===== src/design/mhpq_pkg.sv =====
`timescale 1ns / 1ps
// ----------------------------------------------------------------------------
// mhpq_pkg: shared types and constants for the min-heap priority queue
// Sizes, status and function codes, controller states and the command and
// status groups between controller and datapath.
// ----------------------------------------------------------------------------
package mhpq_pkg;

  // heap size and element width
  localparam int CAPACITY   = 16;
  localparam int DATA_WIDTH = 32;

  // fixed port field widths
  localparam int VALUE_W  = 32;
  localparam int STATUS_W = 2;
  localparam int FILL_W   = 5;

  // slot numbers run 1..CAPACITY, memory addresses 0..CAPACITY-1
  localparam int SLOT_W = $clog2(CAPACITY + 1);
  localparam int ADDR_W = $clog2(CAPACITY);

  typedef logic signed [DATA_WIDTH-1:0] data_t;
  typedef logic [SLOT_W-1:0]            slot_t;
  typedef logic [ADDR_W-1:0]            addr_t;

  // request function codes
  localparam logic FUNC_INSERT = 1'b0;
  localparam logic FUNC_REMOVE = 1'b1;

  // result status codes
  typedef enum logic [STATUS_W-1:0] {
    ST_OK    = 2'd0,
    ST_FULL  = 2'd1,
    ST_EMPTY = 2'd2
  } status_t;

  // read address selection
  typedef enum logic [2:0] {
    RD_PARENT,
    RD_LAST,
    RD_ROOT,
    RD_LEFT,
    RD_RIGHT
  } rd_sel_t;

  // controller states
  typedef enum logic [3:0] {
    S_IDLE,
    S_UP_RD,
    S_UP_CMP,
    S_RM_LAST,
    S_RM_ROOT,
    S_RM_TAKE,
    S_DN_LEFT,
    S_DN_RIGHT,
    S_DN_PICK,
    S_DN_CMP,
    S_DONE
  } state_t;

  // commands from controller to datapath
  typedef struct packed {
    logic    load_in;
    logic    rd_en;
    rd_sel_t rd_sel;
    logic    place_val;
    logic    up_step;
    logic    take_last;
    logic    take_root;
    logic    take_left;
    logic    pick_right;
    logic    dn_step;
    logic    out_load;
  } dp_cmd_t;

  // status from datapath to controller
  typedef struct packed {
    logic in_valid;
    logic is_insert;
    logic full;
    logic empty;
    logic pos_root;
    logic up_move;
    logic leaf;
    logic has_right;
    logic dn_move;
    logic slot_free;
  } dp_stat_t;

endpackage


===== src/design/mhpq_in_if.sv =====
`timescale 1ns / 1ps
// ----------------------------------------------------------------------------
// mhpq_in_if: request channel of the priority queue
// Carries the function code and the value to insert.
// ----------------------------------------------------------------------------
interface mhpq_in_if;
  logic                             valid;
  logic                             ready;
  logic                             func;
  logic signed [mhpq_pkg::VALUE_W-1:0] value;

  modport source (output valid, output func, output value, input ready);
  modport sink   (input valid, input func, input value, output ready);
endinterface


===== src/design/mhpq_out_if.sv =====
`timescale 1ns / 1ps
// ----------------------------------------------------------------------------
// mhpq_out_if: result channel of the priority queue
// Carries the status, the removed minimum and the fill after the request.
// ----------------------------------------------------------------------------
interface mhpq_out_if;
  logic                                valid;
  logic                                ready;
  logic        [mhpq_pkg::STATUS_W-1:0] status;
  logic signed [mhpq_pkg::VALUE_W-1:0]  min_value;
  logic        [mhpq_pkg::FILL_W-1:0]   fill;

  modport source (output valid, output status, output min_value, output fill,
                  input ready);
  modport sink   (input valid, input status, input min_value, input fill,
                  output ready);
endinterface


===== src/design/mhpq_ram.sv =====
`timescale 1ns / 1ps
// ----------------------------------------------------------------------------
// mhpq_ram: generic simple dual-port ram
// One write port and one read port with registered read data.
// ----------------------------------------------------------------------------
module mhpq_ram #(
  parameter int WIDTH = 32,
  parameter int DEPTH = 16
) (
  input  logic                     clk,
  input  logic                     wr_en,
  input  logic [$clog2(DEPTH)-1:0] wr_addr,
  input  logic [WIDTH-1:0]         wr_data,
  input  logic                     rd_en,
  input  logic [$clog2(DEPTH)-1:0] rd_addr,
  output logic [WIDTH-1:0]         rd_data
);

  logic [WIDTH-1:0] mem [DEPTH];

  // write port
  always_ff @(posedge clk) begin
    if (wr_en) begin
      mem[wr_addr] <= wr_data;
    end
  end

  // registered read port
  always_ff @(posedge clk) begin
    if (rd_en) begin
      rd_data <= mem[rd_addr];
    end
  end

endmodule


===== src/design/mhpq_ctrl.sv =====
`timescale 1ns / 1ps
// ----------------------------------------------------------------------------
// mhpq_ctrl: sequencer of the priority queue
// Walks sift-up for inserts and sift-down for removes, one memory read at a
// time, and hands the finished result to the output register.
// ----------------------------------------------------------------------------
module mhpq_ctrl (
  input  logic               clk,
  input  logic               rst,
  input  mhpq_pkg::dp_stat_t stat,
  output mhpq_pkg::dp_cmd_t  cmd,
  output logic               in_ready
);

  mhpq_pkg::state_t state, state_next;

  // state register
  always_ff @(posedge clk) begin
    if (rst) begin
      state <= mhpq_pkg::S_IDLE;
    end else begin
      state <= state_next;
    end
  end

  // next state
  always_comb begin
    state_next = state;
    case (state)
      mhpq_pkg::S_IDLE: begin
        if (stat.in_valid) begin
          if (stat.is_insert) begin
            state_next = stat.full ? mhpq_pkg::S_DONE : mhpq_pkg::S_UP_RD;
          end else begin
            state_next = stat.empty ? mhpq_pkg::S_DONE : mhpq_pkg::S_RM_LAST;
          end
        end
      end
      mhpq_pkg::S_UP_RD:    state_next = stat.pos_root ? mhpq_pkg::S_DONE
                                                       : mhpq_pkg::S_UP_CMP;
      mhpq_pkg::S_UP_CMP:   state_next = stat.up_move ? mhpq_pkg::S_UP_RD
                                                      : mhpq_pkg::S_DONE;
      mhpq_pkg::S_RM_LAST:  state_next = mhpq_pkg::S_RM_ROOT;
      mhpq_pkg::S_RM_ROOT:  state_next = mhpq_pkg::S_RM_TAKE;
      mhpq_pkg::S_RM_TAKE:  state_next = mhpq_pkg::S_DN_LEFT;
      mhpq_pkg::S_DN_LEFT:  state_next = stat.leaf ? mhpq_pkg::S_DONE
                                                   : mhpq_pkg::S_DN_RIGHT;
      mhpq_pkg::S_DN_RIGHT: state_next = stat.has_right ? mhpq_pkg::S_DN_PICK
                                                        : mhpq_pkg::S_DN_CMP;
      mhpq_pkg::S_DN_PICK:  state_next = mhpq_pkg::S_DN_CMP;
      mhpq_pkg::S_DN_CMP:   state_next = stat.dn_move ? mhpq_pkg::S_DN_LEFT
                                                      : mhpq_pkg::S_DONE;
      mhpq_pkg::S_DONE: begin
        if (stat.slot_free) begin
          state_next = mhpq_pkg::S_IDLE;
        end
      end
      default: state_next = mhpq_pkg::S_IDLE;
    endcase
  end

  // command outputs
  always_comb begin
    cmd      = '0;
    cmd.rd_sel = mhpq_pkg::RD_ROOT;
    in_ready = 1'b0;
    case (state)
      mhpq_pkg::S_IDLE: begin
        in_ready    = 1'b1;
        cmd.load_in = stat.in_valid;
      end
      mhpq_pkg::S_UP_RD: begin
        if (stat.pos_root) begin
          cmd.place_val = 1'b1;
        end else begin
          cmd.rd_en  = 1'b1;
          cmd.rd_sel = mhpq_pkg::RD_PARENT;
        end
      end
      mhpq_pkg::S_UP_CMP: begin
        cmd.up_step   = stat.up_move;
        cmd.place_val = !stat.up_move;
      end
      mhpq_pkg::S_RM_LAST: begin
        cmd.rd_en  = 1'b1;
        cmd.rd_sel = mhpq_pkg::RD_LAST;
      end
      mhpq_pkg::S_RM_ROOT: begin
        cmd.take_last = 1'b1;
        cmd.rd_en     = 1'b1;
        cmd.rd_sel    = mhpq_pkg::RD_ROOT;
      end
      mhpq_pkg::S_RM_TAKE: begin
        cmd.take_root = 1'b1;
      end
      mhpq_pkg::S_DN_LEFT: begin
        if (stat.leaf) begin
          cmd.place_val = 1'b1;
        end else begin
          cmd.rd_en  = 1'b1;
          cmd.rd_sel = mhpq_pkg::RD_LEFT;
        end
      end
      mhpq_pkg::S_DN_RIGHT: begin
        cmd.take_left = 1'b1;
        cmd.rd_en     = stat.has_right;
        cmd.rd_sel    = mhpq_pkg::RD_RIGHT;
      end
      mhpq_pkg::S_DN_PICK: begin
        cmd.pick_right = 1'b1;
      end
      mhpq_pkg::S_DN_CMP: begin
        cmd.dn_step   = stat.dn_move;
        cmd.place_val = !stat.dn_move;
      end
      mhpq_pkg::S_DONE: begin
        cmd.out_load = stat.slot_free;
      end
      default: begin
        cmd = '0;
      end
    endcase
  end

endmodule


===== src/design/mhpq_dp.sv =====
`timescale 1ns / 1ps
// ----------------------------------------------------------------------------
// mhpq_dp: datapath of the priority queue
// Heap memory, element count, slot pointers, the signed compares and the
// result register that feeds the output channel.
// ----------------------------------------------------------------------------
module mhpq_dp (
  input  logic               clk,
  input  logic               rst,
  input  mhpq_pkg::dp_cmd_t  cmd,
  output mhpq_pkg::dp_stat_t stat,
  mhpq_in_if.sink            req,
  mhpq_out_if.source         rsp
);

  localparam int DW = mhpq_pkg::DATA_WIDTH;
  localparam int SW = mhpq_pkg::SLOT_W;
  localparam int AW = mhpq_pkg::ADDR_W;
  localparam int VW = mhpq_pkg::VALUE_W;
  localparam int FW = mhpq_pkg::FILL_W;
  localparam mhpq_pkg::slot_t CAP_SLOT = SW'(mhpq_pkg::CAPACITY);

  mhpq_pkg::slot_t   count;
  mhpq_pkg::slot_t   pos;
  mhpq_pkg::slot_t   child;
  mhpq_pkg::data_t   val;
  mhpq_pkg::data_t   cval;
  mhpq_pkg::data_t   minv;
  mhpq_pkg::status_t status;

  logic              out_valid;
  logic [1:0]        out_status;
  logic [VW-1:0]     out_min;
  logic [FW-1:0]     out_fill;

  logic [SW:0]       left;
  mhpq_pkg::slot_t   parent;
  mhpq_pkg::data_t   rdata;
  logic [DW-1:0]     rd_raw;
  mhpq_pkg::addr_t   rd_addr;
  mhpq_pkg::addr_t   wr_addr;
  mhpq_pkg::data_t   wr_data;
  logic              wr_en;

  // slot arithmetic
  assign left   = {pos, 1'b0};
  assign parent = pos >> 1;
  assign rdata  = mhpq_pkg::data_t'(rd_raw);

  // status to controller
  always_comb begin
    stat.in_valid  = req.valid;
    stat.is_insert = (req.func == mhpq_pkg::FUNC_INSERT);
    stat.full      = (count == CAP_SLOT);
    stat.empty     = (count == '0);
    stat.pos_root  = (pos == SW'(1));
    stat.up_move   = (val < rdata);
    stat.leaf      = (left > {1'b0, count});
    stat.has_right = (left < {1'b0, count});
    stat.dn_move   = (cval < val);
    stat.slot_free = !out_valid || rsp.ready;
  end

  // read address select
  always_comb begin
    case (cmd.rd_sel)
      mhpq_pkg::RD_PARENT: rd_addr = AW'(parent - SW'(1));
      mhpq_pkg::RD_LAST:   rd_addr = AW'(count - SW'(1));
      mhpq_pkg::RD_ROOT:   rd_addr = '0;
      mhpq_pkg::RD_LEFT:   rd_addr = AW'(left - (SW + 1)'(1));
      mhpq_pkg::RD_RIGHT:  rd_addr = AW'(left);
      default:             rd_addr = '0;
    endcase
  end

  // write port: the element being placed, a parent moved down, or a child moved up
  always_comb begin
    wr_en   = cmd.place_val || cmd.up_step || cmd.dn_step;
    wr_addr = AW'(pos - SW'(1));
    if (cmd.up_step) begin
      wr_data = rdata;
    end else if (cmd.dn_step) begin
      wr_data = cval;
    end else begin
      wr_data = val;
    end
  end

  mhpq_ram #(
    .WIDTH (DW),
    .DEPTH (mhpq_pkg::CAPACITY)
  ) u_ram (
    .clk     (clk),
    .wr_en   (wr_en),
    .wr_addr (wr_addr),
    .wr_data (DW'(wr_data)),
    .rd_en   (cmd.rd_en),
    .rd_addr (rd_addr),
    .rd_data (rd_raw)
  );

  // element count
  always_ff @(posedge clk) begin
    if (rst) begin
      count <= '0;
    end else if (cmd.load_in && stat.is_insert && !stat.full) begin
      count <= count + SW'(1);
    end else if (cmd.take_root) begin
      count <= count - SW'(1);
    end
  end

  // request capture and sift registers
  always_ff @(posedge clk) begin
    if (cmd.load_in) begin
      val  <= mhpq_pkg::data_t'(DW'(req.value));
      pos  <= count + SW'(1);
      minv <= '0;
      if (stat.is_insert) begin
        status <= stat.full ? mhpq_pkg::ST_FULL : mhpq_pkg::ST_OK;
      end else begin
        status <= stat.empty ? mhpq_pkg::ST_EMPTY : mhpq_pkg::ST_OK;
      end
    end
    if (cmd.up_step) begin
      pos <= parent;
    end
    if (cmd.take_last) begin
      val <= rdata;
    end
    if (cmd.take_root) begin
      minv <= rdata;
      pos  <= SW'(1);
    end
    if (cmd.take_left) begin
      cval  <= rdata;
      child <= SW'(left);
    end
    // right child wins only when strictly smaller
    if (cmd.pick_right && (rdata < cval)) begin
      cval  <= rdata;
      child <= child + SW'(1);
    end
    if (cmd.dn_step) begin
      pos <= child;
    end
  end

  // result register
  always_ff @(posedge clk) begin
    if (rst) begin
      out_valid <= 1'b0;
    end else if (cmd.out_load) begin
      out_valid <= 1'b1;
    end else if (rsp.ready) begin
      out_valid <= 1'b0;
    end
  end

  always_ff @(posedge clk) begin
    if (cmd.out_load) begin
      out_status <= status;
      out_min    <= VW'($unsigned(minv));
      out_fill   <= FW'(count);
    end
  end

  assign rsp.valid     = out_valid;
  assign rsp.status    = out_status;
  assign rsp.min_value = out_min;
  assign rsp.fill      = out_fill;

`ifndef SYNTH
  // fill never passes the capacity
  a_count_cap: assert property (@(posedge clk) disable iff (rst)
    count <= CAP_SLOT)
    else $error("element count above capacity");

  // a result is loaded only into a free output slot
  a_load_free: assert property (@(posedge clk) disable iff (rst)
    cmd.out_load |-> (!out_valid || rsp.ready))
    else $error("result register overwritten");

  // every heap write lands on a live slot, or on the root when the last one leaves
  a_wr_live: assert property (@(posedge clk) disable iff (rst)
    wr_en |-> (pos != '0 && (pos <= count || pos == SW'(1))))
    else $error("heap write outside live slots");

  // a right child is read only when it exists
  a_right_live: assert property (@(posedge clk) disable iff (rst)
    (cmd.rd_en && cmd.rd_sel == mhpq_pkg::RD_RIGHT) |-> (left < {1'b0, count}))
    else $error("read of missing right child");
`endif

endmodule


===== src/design/min_heap_priority_queue.sv =====
`timescale 1ns / 1ps
// ----------------------------------------------------------------------------
// min_heap_priority_queue: binary min-heap priority queue
// Insert and remove-minimum on signed values held in a single heap memory.
//
//   channel  dir  payload                      handshake
//   req      in   func, value                  valid / ready
//   rsp      out  status, min_value, fill      valid / ready
//
// One request at a time; each gives one result. An insert reads one parent
// per level its value climbs; a remove reads the last element and the root,
// then the left child and, where it exists, the right child per level it
// sinks; a refused request goes straight to the result. The single read port
// of the heap memory is read once per step. Synchronous reset empties the
// heap at once. A waiting result holds only the finishing step; the next
// request is taken in the cycle after the result is loaded into the output
// register.
// ----------------------------------------------------------------------------
module min_heap_priority_queue (
  input logic        clk,
  input logic        rst,
  mhpq_in_if.sink    req,
  mhpq_out_if.source rsp
);

  mhpq_pkg::dp_cmd_t  cmd;
  mhpq_pkg::dp_stat_t stat;
  logic               in_ready;

  // sequencer
  mhpq_ctrl u_ctrl (
    .clk      (clk),
    .rst      (rst),
    .stat     (stat),
    .cmd      (cmd),
    .in_ready (in_ready)
  );

  // heap datapath
  mhpq_dp u_dp (
    .clk  (clk),
    .rst  (rst),
    .cmd  (cmd),
    .stat (stat),
    .req  (req),
    .rsp  (rsp)
  );

  assign req.ready = in_ready;

endmodule


===== src/flat_wrapper.sv =====
// flat-port wrapper written by rule: the top's interface ports become plain ports
module min_heap_priority_queue_flat 
  (clk, rst, req_valid, req_func, req_value, req_ready, rsp_valid, rsp_status, rsp_min_value, rsp_fill, rsp_ready);
  mhpq_in_if req_i ();
  mhpq_out_if rsp_i ();
  input logic clk;
  input logic rst;
  input wire logic [$bits(req_i.valid)-1:0] req_valid;
  input wire logic [$bits(req_i.func)-1:0] req_func;
  input wire logic [$bits(req_i.value)-1:0] req_value;
  output wire logic [$bits(req_i.ready)-1:0] req_ready;
  output wire logic [$bits(rsp_i.valid)-1:0] rsp_valid;
  output wire logic [$bits(rsp_i.status)-1:0] rsp_status;
  output wire logic [$bits(rsp_i.min_value)-1:0] rsp_min_value;
  output wire logic [$bits(rsp_i.fill)-1:0] rsp_fill;
  input wire logic [$bits(rsp_i.ready)-1:0] rsp_ready;
  assign req_i.valid = req_valid;
  assign req_i.func = req_func;
  assign req_i.value = req_value;
  assign req_ready = req_i.ready;
  assign rsp_valid = rsp_i.valid;
  assign rsp_status = rsp_i.status;
  assign rsp_min_value = rsp_i.min_value;
  assign rsp_fill = rsp_i.fill;
  assign rsp_i.ready = rsp_ready;
  min_heap_priority_queue u_core (.clk(clk), .rst(rst), .req(req_i), .rsp(rsp_i));
endmodule

===== config.mk =====
export PLATFORM = sky130hd
export DESIGN_NAME = min_heap_priority_queue_flat
export DESIGN_NICKNAME = d
export VERILOG_FILES = /design/src/design/mhpq_pkg.sv /design/src/design/mhpq_in_if.sv /design/src/design/mhpq_out_if.sv /design/src/design/mhpq_ram.sv /design/src/design/mhpq_ctrl.sv /design/src/design/mhpq_dp.sv /design/src/design/min_heap_priority_queue.sv /design/src/flat_wrapper.sv
export SDC_FILE = /design/constraint.sdc
export NUM_CORES = 1
export LEC_CHECK = 0
export ABC_AREA = 1
export ABC_CLOCK_PERIOD_IN_PS = 4000
export BUFFER_PORTS_ARGS = -buffer_cell sky130_fd_sc_hd__buf_4
export CORE_UTILIZATION = 30
export CTS_CLUSTER_SIZE = 10
export DETAILED_ROUTE_END_ITERATION = 16
export SYNTH_ARGS = -nofsm -noshare
export SYNTH_HDL_FRONTEND = slang
export SYNTH_SLANG_ARGS = --single-unit

===== constraint.sdc =====
create_clock -name clk -period 4 [get_ports clk]
set_input_delay 1 -clock clk [delete_from_list [all_inputs] [get_ports clk]]
set_output_delay 1 -clock clk [all_outputs]
set_load 0.01 [all_outputs]

==> Word level (Yosys, flattened, before mapping) <==
Memories as Yosys holds them, arrays and structs flattened. A register that Yosys moved wholly into a read port is not among the register bits.
Cells that the tools add are included.
{ "word_totals": {"input_bits": 37, "ramBits": 512, "word_cells": 113, "memories": 1, "out_inout_bits": 41, "reg_bits": 157} }
{ "op_classes": {"bitwise_logic": 1, "n_addsub": 6, "order_cmp": 5, "mux": 50, "n_eq_ne": 17, "reduce_logical": 21} }
{ "memory_table": {"columns": ["memory", "words", "width", "rd", "rd_ports_with_merged_regs", "wr", "line_no", "source"], "rows": [
  ["u_core.u_dp.u_ram.mem", 16, 32, 1, 1, 1, "mhpq_ram.sv:19", "logic [WIDTH-1:0] mem [DEPTH];"]
]} }
{ "ops": {"columns": ["operator", "n"], "rows": [
  ["2-to-1 mux 32 bit", 8],
  ["less-than comparator 32 bit", 3],
  ["2-to-1 mux 4 bit", 11],
  ["one-hot mux 4 bit (11 select lines)", 1],
  ["2-to-1 mux 5 bit", 8],
  ["one-hot mux 4 bit (6 select lines)", 1],
  ["2-to-1 mux 1 bit", 17],
  ["equality test 4 x 3 -> 1 bit, second input constant", 4],
  ["one-hot mux 4 bit (4 select lines)", 1],
  ["equality test 4 bit, second input constant", 3],
  ["subtractor 4 x 1 -> 4 bit, second input constant", 3],
  ["adder 5 x 1 -> 5 bit, second input constant", 2],
  ["nonzero test 2 bit", 5],
  ["equality test 4 x 2 -> 1 bit, second input constant", 2],
  ["> comparator 6 x 5 -> 1 bit", 1],
  ["less-than comparator 6 x 5 -> 1 bit", 1],
  ["OR reduction 6 bit", 1],
  ["equality test 5 x 1 -> 1 bit, second input constant", 1],
  ["equality test 5 bit, second input constant", 1],
  ["logical NOT 5 bit", 1],
  ["subtractor 5 x 1 -> 5 bit, second input constant", 1],
  ["equality test 4 x 1 -> 1 bit, second input constant", 1],
  ["logical NOT 1 bit", 4],
  ["logical NOT 4 bit", 1],
  ["12 further kinds", 18]
]} }

==> Depth between registers and ports, before layout <==
{ "depth": {"word_depth": 7, "ltp_mapped": 20, "ltp_nobuf": 18} }

==> Least setup slack after synthesis <==
Ideal clock, no wire load.
{ "synth_path": {"path_type": "in2reg", "from": "input rsp_ready", "to": "register u_core.u_dp.out_fill[0] (netlist: u_core.u_dp.rsp.fill[0]), enable pin", "path_stages": 2, "setup_slack_ns": -0.246, "t_arrival_ns": 3.762, "setup_time_ns": 0.484, "path_buffers": 0, "required_ns": 3.516, "path_cell_list": "nor2_1 -> nor3_1"} }
{ "synth_lines": {"columns": ["element", "line_no", "source"], "rows": [
  ["start, declared", "flat_wrapper.sv:16", "input wire logic [$bits(rsp_i.ready)-1:0] rsp_ready;"],
  ["end signal, assigned", "mhpq_dp.sv:164", "out_fill <= FW'(count);"],
  ["end, declared", "mhpq_dp.sv:34", "logic [FW-1:0] out_fill;"]
]} }

==> Worst setup path in the final report <==
{ "layout_path": {"from": "register u_core.u_dp.pos[1]", "to": "register u_core.u_dp.u_ram.rd_data[6], read port of u_core.u_dp.u_ram.mem, data pin"} }
{ "layout_between": {"elab_chain_cells": 5, "word_cells_on_any_way": 13, "classes_between": "add/sub: 2; order compare: 2; eq/ne: 4; mux: 4; reduce/logical: 1"} }
{ "layout_lines": {"columns": ["element", "line_no", "source"], "rows": [
  ["start, declared", "mhpq_dp.sv:24", "mhpq_pkg::slot_t pos;"],
  ["start signal, assigned", "mhpq_dp.sv:117", "pos <= count + SW'(1);"],
  ["start signal, assigned", "mhpq_dp.sv:126", "pos <= parent;"],
  ["start signal, assigned", "mhpq_dp.sv:145", "pos <= child;"],
  ["> comparator 6 x 5 -> 1 bit or equality test 5 x 1 -> 1 bit (tied branches)", "mhpq_dp.sv:58, mhpq_dp.sv:56", null],
  ["2-to-1 mux 4 bit (on tied branches)", "mhpq_ctrl.sv:97, mhpq_ctrl.sv:73", null],
  ["one-hot mux 4 bit (6 select lines)", "mhpq_ctrl.sv:67", "case (state)"],
  ["equality test 3 bit (tied with other cells)", "mhpq_dp.sv:66", "case (cmd.rd_sel)"],
  ["one-hot mux 4 bit (4 select lines)", "mhpq_dp.sv:66", null],
  ["end, declared", "mhpq_ram.sv:16", "output logic [WIDTH-1:0] rd_data"]
]} }
Parallel ways exist; a longest one is shown, timed or not.
A chain may end at the register's enable or synchronous reset.

==> results.toml <==
[setup_path]
cp.depth = 15
cpPeakStageDelay_ns = 0.52
cp_cell_sequence = "inv_1, ha_1, nand3_1, nor2_1, a31oi_2, nand3_2, nor2_1, nor2_4, buf_12, buf_12, buf_4, nand3_1, nand3_1, nand3_1, nand2_1"
cp_common_cell = "nand3_1"
worstSetupStartpoint = "u_core.u_dp.pos[1]$_DFFE_PP_"
slowest_stage = "edfxtp_1"
rr_endpoint = "u_core.u_dp.u_ram.rd_data[6]$_DFFE_PP_"
cp_top_family = "simple AND/OR/NAND/NOR gates"
crit_path_start_kind = "flop"
r2r-start = "u_core.u_dp.pos[1]$_DFFE_PP_"
worst_setup_path_end_kind = "flop"
crit_buf_inv = 4
required_ns = 4.41
worstPathMaxFanout = 54
regToRegSetupSlack_ns = 0.34
crit_type = "reg -> reg"
crit_path_end = "u_core.u_dp.u_ram.rd_data[6]$_DFFE_PP_"
critPathArrivalTime_ns = 4.07
r2r_cells = 15

[power]
pwr-share-seq = 0.395
leakagePower_nw = 14.9
power_density_nw_per_um2 = 729
combPwrFrac = 0.372
intPower_mw = 16.9
p_switching_mw = 10.5
swShare = 0.382
ir_drop_v = 0.000454
pwr-share-clk = 0.233

[synth]
synth_top_area_frac = 0.638
synthTopCellsByCount = "edfxtp_1, nand2_1, nand3_1"
syn_avg_cell_area_um2 = 10.6
synth.area.top_cells = "edfxtp_1, nand3_1, nand2_1"
syn_nets = 3200
yosysUniqueCellTypes = 44
synth_flop_cell = "edfxtp_1"
synth.most_common_cell = "edfxtp_1"
synth-edff-count = 691
synth_seq_cells = 701
yosys_warnings = 0
synth.largest_area_cell = "edfxtp_1"
netlist_instances = 3057
ys_async_sr_fraction = 0
ys_seq_area_frac = 0.644
syn_area_um2 = 32500

[routing]
drc = 0
wl_per_cell_um = 18.3
drtPass1Iterations = 5
drtIter0Drc = 2011
antenna_left = 0
vias = 22064
viasPerCell = 4.81
drt_wl_total_um = 83800

[timing]
worstMarginPinSlew_ns = 1.03
slew_headroom = 0.312
fmax_mhz = 273
skew_ns = 0.0285
setup_viol = 0
fin_crit_sh = 0.915
final_hold_viol_count = 0
fin_crit_ns = 3.66
rsz0062_at_grt = "no"
setup_tns_ns = 0
slew_violations = 0

[cts]
clkTransAtPathRegs_ns = 0.06
cts-htree-levels = 3
cts_root_buf = "clkbuf_16"
post_cts_resized = 0
hold_buffers = 0
clkLatencyLatePin_ns = 0.62
clockBufferDepth = 3
cts_made_buffers = 81
cts_tree = "built"
cts_setup_buffers = 0
cts.sinks = 701

[floorplan]
floorplan.initialDensity = 0.303
dieArea_um2 = 110000
num_rows = 120
die_height_um = 331
core_area_um2 = 107000
die_width_um = 331
ios = 78

[layout]
final_nets = 3304
drive_gt1_frac = 0.100
syn_to_final_growth_pct = 15.5
final_core_util = 0.351
n_fill_cell = 10565

[placed_design]
dpl.hpwl_um = 50800
routabilityCongestion = 0.825
port_buffers = 77

[global_route]
antenna_found_initial = 3
grt_max_degree = 128
grt-ovfl-total = 0
met3_usage = 0.0254
use_met1 = 0.204
grt_pass1_wl_um = 130000
globalRouteTotalUtil = 0.152
grt_use_met2 = 0.248
top_usage_layer = "met2"
grt_pass1_vias = 21665

[job]
cap_violations = 0

[min_path]
min_delay_path_depth = 0
hold_path.class = "reg -> reg"

[status]
status = "finished, final reports clean"
-- per-layer routing --
metal	vias up	wire length [µm]
met5	-	0
met4	0	2060
met1	10620	36800
li1	10605	-
met3	134	5510
met2	705	39500
-- sequential cells by signal (all words and copies together) (netlist names) --
register / cells
u_core.u_dp.minv: 32
u_core.u_dp.u_ram.mem: 512
u_core.u_dp.rsp.status: 2
u_core.u_ctrl.state: 4
u_core.u_dp.pos: 5
u_core.u_dp.count: 5
u_core.u_dp.rsp.fill: 5
u_core.u_dp.u_ram.rd_data: 32
u_core.u_dp.val: 32
u_core.u_dp.rsp.min_value: 32
u_core.u_dp.cval: 32
u_core.u_dp.status: 2
u_core.u_dp.child: 5
u_core.u_dp.rsp.valid: 1
-- logic make-up after synthesis --
| family | count (synthesis) | synth area share |
|---|---|---|
| buf+inv | 562 | 0.0705 |
| simple gates | 1491 | 0.209 |
| compound gates | 186 | 0.0325 |
| xor+xnor | 11 | 0.00296 |
| flops | 701 | 0.644 |
| fa+ha+maj | 106 | 0.0408 |
-- cell type report --
class,count,area (µm²),share of cell area
clock inverters,7,53.8,0.00143
diodes,1,2.50,0.0000666
multi-input cells,1794,9550,0.254
flip-flops and latches,701,21000,0.558
inverters,401,1510,0.0401
clock buffers,94,2100,0.0558
repair buffers,182,1670,0.0444
well taps,1403,1760,0.0467
-- power by group through the flow --
stage / clock network (mW) / registers, mW / logic, mW
floorplan: 0 / 10.8 / 6.30
global placement: 0 / 10.9 / 10.1
detailed placement: 0 / 10.9 / 10.2
CTS: 6.54 / 10.8 / 10.2
global route: 6.78 / 10.9 / 11.3
finish: 6.39 / 10.8 / 10.2
-- worst min-delay path by stage --
| stage | start | end | slack [ns] |
|---|---|---|---|
| after floorplan | u_core.u_dp.minv[0]$_SDFFCE_PN0P_ | u_core.u_dp.rsp.min_value[0]$_DFFE_PP_ | 0.40 |
| after global placement | u_core.u_dp.status[0]$_SDFFCE_PP0P_ | u_core.u_dp.rsp.status[0]$_DFFE_PP_ | 0.40 |
| after detailed placement | u_core.u_dp.status[1]$_SDFFCE_PN0P_ | u_core.u_dp.rsp.status[1]$_DFFE_PP_ | 0.41 |
| after CTS | u_core.u_dp.minv[6]$_SDFFCE_PN0P_ | u_core.u_dp.rsp.min_value[6]$_DFFE_PP_ | 0.42 |
| after global routing | u_core.u_dp.minv[12]$_SDFFCE_PN0P_ | u_core.u_dp.rsp.min_value[12]$_DFFE_PP_ | 0.42 |
| final | u_core.u_dp.status[1]$_SDFFCE_PN0P_ | u_core.u_dp.rsp.status[1]$_DFFE_PP_ | 0.42 |
-- placed cells by master (no fill, tap or decap), types with 3 or more instances in the layout --
cell       synthesis  layout
edfxtp_1         691     691
nand2_1          689     687
nand3_1          539     539
inv_1            393     392
buf_4             15     158
nor2_1           118     116
nand3b_1         113     113
ha_1             106     106
clkbuf_16          0      82
o21ai_0           58      58
a21oi_1           71      55
a31oi_1           33      33
buf_12             0      24
a21oi_4            1      17
clkbuf_1          31      12
nand4_1           10      10
dfxtp_1           10      10
inv_2              7       8
xor2_1             8       8
nor2_2             5       5
nor3_1             5       4
nor4_1             4       4
clkinv_1           1       4
a211oi_1           4       4
nand2_2            2       3
nor2_4             1       3
xnor2_1            3       3
o21ai_4            1       3
-- stage by stage --
stage	total power [mW]	area (µm²)	setup slack (ns)	cells	hold WS (ns)
after floorplan	17.1	32500	0.0428	3057	0.400
after global placement	21.0	35400	0.344	4481	0.403
after detailed placement	21.1	35400	0.388	4481	0.406
after CTS	27.5	37600	0.373	4582	0.418
after global routing	29.0	37600	0.0705	4582	0.421
final	27.4	37600	0.340	4583	0.417
Power figures use the tool's default switching activity.
